==> src/rtl/fde_pkg.sv <==
package fde_pkg;

    localparam int NUM_DIGITS = 8;
    localparam int GRID_BYTES = 4 * NUM_DIGITS;
    localparam int SHOW_LEN   = GRID_BYTES + 2;
    localparam int INIT_LEN   = 19;
    localparam int IDX_W      = $clog2((SHOW_LEN > INIT_LEN) ? SHOW_LEN : INIT_LEN);
    localparam int DIG_W      = (NUM_DIGITS > 1) ? $clog2(NUM_DIGITS) : 1;

    localparam logic [7:0] CMD_DATA_WRITE  = 8'h40;
    localparam logic [7:0] CMD_SHOW_ON     = 8'h8A;
    localparam logic [7:0] CMD_BRIGHT_BASE = 8'h88;
    localparam logic [7:0] CMD_BRIGHT_MAX  = 8'h8F;
    localparam logic [7:0] CMD_DISPLAY_ON  = 8'h8B;
    localparam logic [7:0] CMD_DISPLAY_OFF = 8'h80;
    localparam logic [7:0] CMD_INIT_CTRL   = 8'h87;
    localparam logic [7:0] ADDR_BASE       = 8'hC0;
    localparam logic [7:0] FILL_BYTE       = 8'h00;

    typedef enum logic [1:0] {
        REQ_SHOW   = 2'd0,
        REQ_BRIGHT = 2'd1,
        REQ_POWER  = 2'd2,
        REQ_INIT   = 2'd3
    } req_kind_t;

    typedef struct packed {
        req_kind_t   req_type;
        logic [3:0]  digit_0;
        logic [3:0]  digit_1;
        logic [3:0]  digit_2;
        logic [3:0]  digit_3;
        logic [3:0]  digit_4;
        logic [3:0]  digit_5;
        logic [3:0]  digit_6;
        logic [3:0]  digit_7;
        logic [7:0]  dot_mask;
        logic [7:0]  bright_level;
        logic        display_on;
    } req_t;

    typedef struct packed {
        logic [7:0] bus_byte;
        logic       frame_start;
        logic       frame_end;
        logic       run_last;
    } frame_t;

    typedef struct packed {
        logic [3:0] hi;
        logic [3:0] lo;
    } nibble_t;

    function automatic logic [7:0] seg_lookup(input logic [3:0] d);
        logic [7:0] s;
        case (d)
            4'd0:    s = 8'hFC;
            4'd1:    s = 8'h60;
            4'd2:    s = 8'hDA;
            4'd3:    s = 8'hF2;
            4'd4:    s = 8'h66;
            4'd5:    s = 8'hB6;
            4'd6:    s = 8'hBE;
            4'd7:    s = 8'hE0;
            4'd8:    s = 8'hFE;
            4'd9:    s = 8'hF6;
            default: s = 8'h00;
        endcase
        return s;
    endfunction

    function automatic logic [3:0] req_digit(input req_t r, input int p);
        logic [3:0] d;
        case (p)
            0:       d = r.digit_0;
            1:       d = r.digit_1;
            2:       d = r.digit_2;
            3:       d = r.digit_3;
            4:       d = r.digit_4;
            5:       d = r.digit_5;
            6:       d = r.digit_6;
            default: d = r.digit_7;
        endcase
        return d;
    endfunction

endpackage

==> src/rtl/led_digit_display_frame_encoder.sv <==
// The request is captured in the sequencer registers; its first byte is then loaded into
// the output register once that register is free.
// Throughput: one byte per cycle from the byte sequencer while frame_ready is held; a show
// request is 4*NUM_DIGITS+2 bytes (34), an init request 19 bytes, brightness or on/off 1.
// The next request is taken in the cycle the previous one issues its last byte.
// Reset (rst_n, async, active low) clears the sequencer and output valid.
module led_digit_display_frame_encoder (
    input  logic            clk,
    input  logic            rst_n,
    input  logic            req_valid,
    output logic            req_ready,
    input  fde_pkg::req_t   req_data,
    output logic            frame_valid,
    input  logic            frame_ready,
    output fde_pkg::frame_t frame_data
);

    fde_pkg::nibble_t lane_nib [fde_pkg::NUM_DIGITS];

    for (genvar p = 0; p < fde_pkg::NUM_DIGITS; p++)
    begin : g_lane
        fde_lane u_lane (
            .digit (fde_pkg::req_digit(req_data, p)),
            .dot   (req_data.dot_mask[p]),
            .nib   (lane_nib[p])
        );
    end

    fde_seq u_seq (
        .clk         (clk),
        .rst_n       (rst_n),
        .req_valid   (req_valid),
        .req_ready   (req_ready),
        .req_data    (req_data),
        .lane_nib    (lane_nib),
        .frame_valid (frame_valid),
        .frame_ready (frame_ready),
        .frame_data  (frame_data)
    );

    a_stall_blocks_req: assert property (@(posedge clk) disable iff (!rst_n)
        frame_valid && !frame_ready && !frame_data.run_last |-> !req_ready)
        else $error("request taken while a run is stalled mid-stream");

    a_last_ends_frame: assert property (@(posedge clk) disable iff (!rst_n)
        frame_valid && frame_data.run_last |-> frame_data.frame_end)
        else $error("last byte of a run does not close its frame");

    a_req_yields_byte: assert property (@(posedge clk) disable iff (!rst_n)
        req_valid && req_ready |=> ##1 frame_valid)
        else $error("no byte presented after a request transfer");

endmodule

==> src/rtl/fde_lane.sv <==
module fde_lane (
    input  logic [3:0]      digit,
    input  logic            dot,
    output fde_pkg::nibble_t nib
);

    logic [7:0] seg;

    assign seg    = fde_pkg::seg_lookup(digit);
    assign nib.lo = {seg[4], seg[5], seg[6], seg[7]};
    assign nib.hi = {seg[0] | dot, seg[1], seg[2], seg[3]};

endmodule

==> src/rtl/fde_seq.sv <==
module fde_seq (
    input  logic              clk,
    input  logic              rst_n,
    input  logic              req_valid,
    output logic              req_ready,
    input  fde_pkg::req_t     req_data,
    input  fde_pkg::nibble_t  lane_nib [fde_pkg::NUM_DIGITS],
    output logic              frame_valid,
    input  logic              frame_ready,
    output fde_pkg::frame_t   frame_data
);

    logic                      busy_reg, busy_next;
    logic [fde_pkg::IDX_W-1:0] idx_reg, idx_next;
    fde_pkg::req_kind_t        type_reg;
    logic [7:0]                cmd_reg;
    logic [3:0]                lo_reg [fde_pkg::NUM_DIGITS];
    logic [3:0]                hi_reg [fde_pkg::NUM_DIGITS];
    logic                      out_valid_reg, out_valid_next;
    fde_pkg::frame_t           out_reg;

    logic                      load;
    logic                      accept;
    fde_pkg::frame_t           cur;
    logic [fde_pkg::DIG_W-1:0] gsel;
    logic [1:0]                sub;
    logic [7:0]                cmd_in;

    assign gsel = idx_reg[fde_pkg::DIG_W+1:2];
    assign sub  = idx_reg[1:0];

    always_comb
    begin
        cur = '0;
        case (type_reg)
            fde_pkg::REQ_SHOW:
            begin
                if (idx_reg < fde_pkg::IDX_W'(fde_pkg::GRID_BYTES))
                begin
                    case (sub)
                        2'd0:
                        begin
                            cur.bus_byte    = fde_pkg::ADDR_BASE + 8'({gsel, 1'b0});
                            cur.frame_start = 1'b1;
                        end
                        2'd1:
                        begin
                            cur.bus_byte  = {4'b0000, lo_reg[gsel]};
                            cur.frame_end = 1'b1;
                        end
                        2'd2:
                        begin
                            cur.bus_byte    = fde_pkg::ADDR_BASE + 8'({gsel, 1'b1});
                            cur.frame_start = 1'b1;
                        end
                        default:
                        begin
                            cur.bus_byte  = {4'b0000, hi_reg[gsel]};
                            cur.frame_end = 1'b1;
                        end
                    endcase
                end
                else if (idx_reg == fde_pkg::IDX_W'(fde_pkg::GRID_BYTES))
                begin
                    cur.bus_byte    = fde_pkg::CMD_DATA_WRITE;
                    cur.frame_start = 1'b1;
                    cur.frame_end   = 1'b1;
                end
                else
                begin
                    cur.bus_byte    = fde_pkg::CMD_SHOW_ON;
                    cur.frame_start = 1'b1;
                    cur.frame_end   = 1'b1;
                    cur.run_last    = 1'b1;
                end
            end
            fde_pkg::REQ_BRIGHT,
            fde_pkg::REQ_POWER:
            begin
                cur.bus_byte    = cmd_reg;
                cur.frame_start = 1'b1;
                cur.frame_end   = 1'b1;
                cur.run_last    = 1'b1;
            end
            fde_pkg::REQ_INIT:
            begin
                if (idx_reg == fde_pkg::IDX_W'(0))
                begin
                    cur.bus_byte    = fde_pkg::CMD_DATA_WRITE;
                    cur.frame_start = 1'b1;
                    cur.frame_end   = 1'b1;
                end
                else if (idx_reg == fde_pkg::IDX_W'(1))
                begin
                    cur.bus_byte    = fde_pkg::CMD_INIT_CTRL;
                    cur.frame_start = 1'b1;
                    cur.frame_end   = 1'b1;
                end
                else
                begin
                    cur.bus_byte    = fde_pkg::FILL_BYTE;
                    cur.frame_start = (idx_reg == fde_pkg::IDX_W'(2));
                    cur.frame_end   = (idx_reg == fde_pkg::IDX_W'(fde_pkg::INIT_LEN - 1));
                    cur.run_last    = cur.frame_end;
                end
            end
            default:
            begin
                cur = '0;
            end
        endcase
    end

    always_comb
    begin
        if (req_data.req_type == fde_pkg::REQ_BRIGHT)
        begin
            if (req_data.bright_level == 8'd0)
                cmd_in = fde_pkg::CMD_BRIGHT_BASE;
            else if (req_data.bright_level > 8'd8)
                cmd_in = fde_pkg::CMD_BRIGHT_MAX;
            else
                cmd_in = fde_pkg::CMD_BRIGHT_BASE + req_data.bright_level - 8'd1;
        end
        else
        begin
            cmd_in = req_data.display_on ? fde_pkg::CMD_DISPLAY_ON : fde_pkg::CMD_DISPLAY_OFF;
        end
    end

    assign load      = busy_reg && (!out_valid_reg || frame_ready);
    assign req_ready = !busy_reg || (load && cur.run_last);
    assign accept    = req_valid && req_ready;

    always_comb
    begin
        busy_next      = busy_reg;
        idx_next       = idx_reg;
        out_valid_next = out_valid_reg;
        if (load)
        begin
            out_valid_next = 1'b1;
            idx_next       = idx_reg + fde_pkg::IDX_W'(1);
            if (cur.run_last)
                busy_next = 1'b0;
        end
        else if (frame_ready)
        begin
            out_valid_next = 1'b0;
        end
        if (accept)
        begin
            busy_next = 1'b1;
            idx_next  = '0;
        end
    end

    always_ff @(posedge clk or negedge rst_n)
    begin
        if (!rst_n)
        begin
            busy_reg      <= 1'b0;
            idx_reg       <= '0;
            out_valid_reg <= 1'b0;
        end
        else
        begin
            busy_reg      <= busy_next;
            idx_reg       <= idx_next;
            out_valid_reg <= out_valid_next;
        end
    end

    always_ff @(posedge clk)
    begin
        if (load)
            out_reg <= cur;
        if (accept)
        begin
            type_reg <= req_data.req_type;
            cmd_reg  <= cmd_in;
            for (int p = 0; p < fde_pkg::NUM_DIGITS; p++)
            begin
                lo_reg[p] <= lane_nib[p].lo;
                hi_reg[p] <= lane_nib[p].hi;
            end
        end
    end

    assign frame_valid = out_valid_reg;
    assign frame_data  = out_reg;

endmodule

==> config.mk <==
export PLATFORM = sky130hd
export DESIGN_NAME = led_digit_display_frame_encoder
export DESIGN_NICKNAME = d
export VERILOG_FILES = /design/src/rtl/fde_pkg.sv /design/src/rtl/led_digit_display_frame_encoder.sv /design/src/rtl/fde_lane.sv /design/src/rtl/fde_seq.sv
export SDC_FILE = /design/constraint.sdc
export NUM_CORES = 1
export LEC_CHECK = 0
export CORE_UTILIZATION = 45
export DETAILED_ROUTE_END_ITERATION = 12
export DONT_BUFFER_PORTS = 1
export PLACE_DENSITY = 0.68
export SLEW_MARGIN = 40
export SYNTH_ARGS = -nofsm -noshare
export SYNTH_HDL_FRONTEND = slang
export SYNTH_SLANG_ARGS = --single-unit
==> constraint.sdc <==
create_clock -name clk -period 5.8 [get_ports clk]
set_input_delay 1.16 -clock clk [delete_from_list [all_inputs] [get_ports clk]]
set_output_delay 1.16 -clock clk [all_outputs]
set_load 0.005 [all_outputs]
==> impl_results.md <==
* Initial cell density of the core at 46.4%
* Post-CTS Hold Buffers at 0
* #FFs+latches synth at 93
* Syn Area/Cell at 12.0 sq um
* Final core utilization at 49.7%
* Post-CTS sizing at 0
* Cell variety after synth at 46
* Post-Syn Area at 5600 sq um
* Drt wl/cell at 15.7 um
* Hold Vio Cnt, Final at 0
* HPWL Detailed at 7630 um
* Final setup TNS at 0 ns
* DR vias at 3428
* Num rows at 40
* Reg2reg setup slack at 2.59 ns
* Pwr dens at 289 nW/um^2
* CP Launch Type: flip-flop
* Fin crit period at 3.29 ns
* Yosys warnings at 0
* Max Fclk at 304 MHz
* Sequential area share after synthesis at 49.2%
* Crit end category: output pin
* Critical path peak fanout at 19
* R2R Path End: u_seq.lo_reg[3][2]
* Layout cells sized above 1 at 5.84%
* Area grow syn2layout at 7.13%
* Via-to-Cell Ratio at 5.44
* RSZ-0062 raised after global routing: no
* Num Clock Sinks at 93
* Reg2Reg Depth at 5
* Critical path class: flip-flop to output pin
* Worst setup margin at 2.51 ns
* Final setup violation count at 0
* Final Cycle Share at 56.8%
* RePlAce Congestion at 0.900
* Leakage at 2.28 nW
* Worst-Skew Late Latency at 0.33 ns
* Critical Path RT at 4.64 ns
* DIE AREA at 12900 sq um
* Crit path cell chain: nor4b_1, o21a_1, o31ai_4
* Yosys top cell area share at 45.6%
* Top-count cell post-synth: edfxtp_1
* First-pass GRT wire length at 16000 um
* Crit path max-delay cell type: dfrtp_1
* Die width at 114 um
* Peak VDD IR at 0.000153 V
* Global Route Usage Sum at 16.4%
* Nets at 569
* Critical R2R Launch: u_seq.idx_reg[4]
* DP Worst Slack at 2.52 ns
* Post-DRT Antenna Nets at 0
* CP delay by family, top: flip-flops
* Outcome: completed
* CP Buf/Inv Count at 0
* Core ar. at 12100 sq um
* TritonCTS Buffers at 9
* Main flop type after synthesis: edfxtp_1
* Worst Path Arrival at 2.13 ns
* Clock Pin Slew Worst Setup and Hold Paths at 0.06 ns
* Die span in y at 114 um
* Clk_skew at 0.00329 ns
* Grt ovf at 0
* Max Cap Violations at 0
* Routed WL at 9870 um
* Max stage delay on crit path at 0.83 ns
* DRC at 0
* I/O Buffers at 0
* Top-Level Pins at 68
* CTS max path bufs at 2
* Post-CTS Setup Bufs at 0
* Commonest cells in the synthesized netlist: edfxtp_1, ha_1, inv_1
* # diodes at 0
* TritonCTS clock tree: built
* Initial antenna violation count at 0
* Synth area leaders: edfxtp_1, ha_1, mux4_2
* EDFF count, synth at 85
* Synth async-reset ratio at 8.60%
* Initial DRC Count at 197
* Max_slew headroom at 50.1%
* Root buffer cell: clkbuf_16
* Number of global-route vias before repair at 3309
* Worst Tran Pin Value at 0.748 ns
* Initial DRT Pass Iterations at 4
* Hold Path Class: primary input to asynchronous set/reset pin
* Synthesized netlist cell count at 465
* Largest net degree at the start of global routing at 49
* Largest area contributor in the netlist: edfxtp_1
* Pins Over Slew Limit at 0
* CTS HTree Levels at 3
## how the worst max path moves through the flow
stage	start	to	slack (ns)	cells past startpoint
floorplan	frame_ready	u_seq.cmd_reg[0]	1.97	3
global placement	u_seq.idx_reg[2]	u_seq.hi_reg[2][0]	2.18	5
detailed placement	u_seq.idx_reg[3]	u_seq.hi_reg[2][0]	2.52	5
CTS	u_seq.idx_reg[3]	req_ready	2.42	3
global route	u_seq.idx_reg[4]	u_seq.lo_reg[3][0]	2.32	5
finish	u_seq.idx_reg[4]	req_ready	2.51	3
## power breakdown
| group | internal (mW) | switching, mW | total, mW |
|---|---|---|---|
| Combinational | 0.143 | 0.163 | 0.306 |
| Sequential | 0.827 | 0.0525 | 0.879 |
| Clock | 0.327 | 0.220 | 0.546 |
| Total | 1.30 | 0.436 | 1.73 |
## stage by stage
step	cell area, sq um	instances	hold slack [ns]	total power [mW]
floorplan	5600	466	0.497	1.14
global placement	5720	615	0.504	1.19
detailed placement	5720	615	0.509	1.20
CTS	6000	630	0.504	1.75
global route	6000	630	0.497	1.82
finish	6000	630	0.518	1.73
## cells by family (layout without fill, tap and decap cells)
family | after synthesis | in the layout | synth area share [%]
AO/OA/AOI/OAI | 117 | 117 | 12.9
other | 2 | 3 | 0.134
multiplexers | 26 | 26 | 8.69
AND/OR/NAND/NOR | 85 | 85 | 8.94
adder cells (fa/ha/maj) | 58 | 58 | 12.9
flip-flops | 93 | 93 | 49.2
buffers and inverters | 71 | 67 | 5.32
XOR/XNOR | 13 | 13 | 2.03
## cell type report
type | instances | area, sq um
Timing Repair Buffer | 1 | 7.51
Tap cell | 168 | 210
Inverter | 51 | 191
Fill cell | 1024 | 6060
Clock inverter | 6 | 53.8
Clock buffer | 9 | 225
Sequential cell | 93 | 2760
Multi-Input combinational cell | 302 | 2560
## metal layers
layer | vias up | global-route usage, % | wire, um
met5 | - | 0 | 0
met4 | 0 | 4.65 | 140
met3 | 10 | 5.15 | 545
met2 | 91 | 28.3 | 5120
met1 | 1652 | 19.6 | 4060
li1 | 1675 | - | -
## cell usage in the layout (no fill, tap or decap), types with 4 or more instances in the layout
master,netlist,layout
nand2b_1,28,28
dfrtp_1,8,6
edfxtp_1,85,85
nor2_1,7,7
inv_1,51,51
mux4_2,9,9
nand2_1,10,10
nor2b_1,13,13
o211ai_1,4,4
mux2i_1,10,10
o22ai_1,32,32
clkinv_1,0,4
ha_1,56,56
o21ai_0,35,35
clkbuf_16,0,9
a21o_1,8,8
and2_1,7,6
xnor2_1,10,10
nand3_1,5,5
mux4_1,7,7
a21oi_1,20,20
o21a_1,10,10
Note: power is estimated with default switching activity, not from simulation.
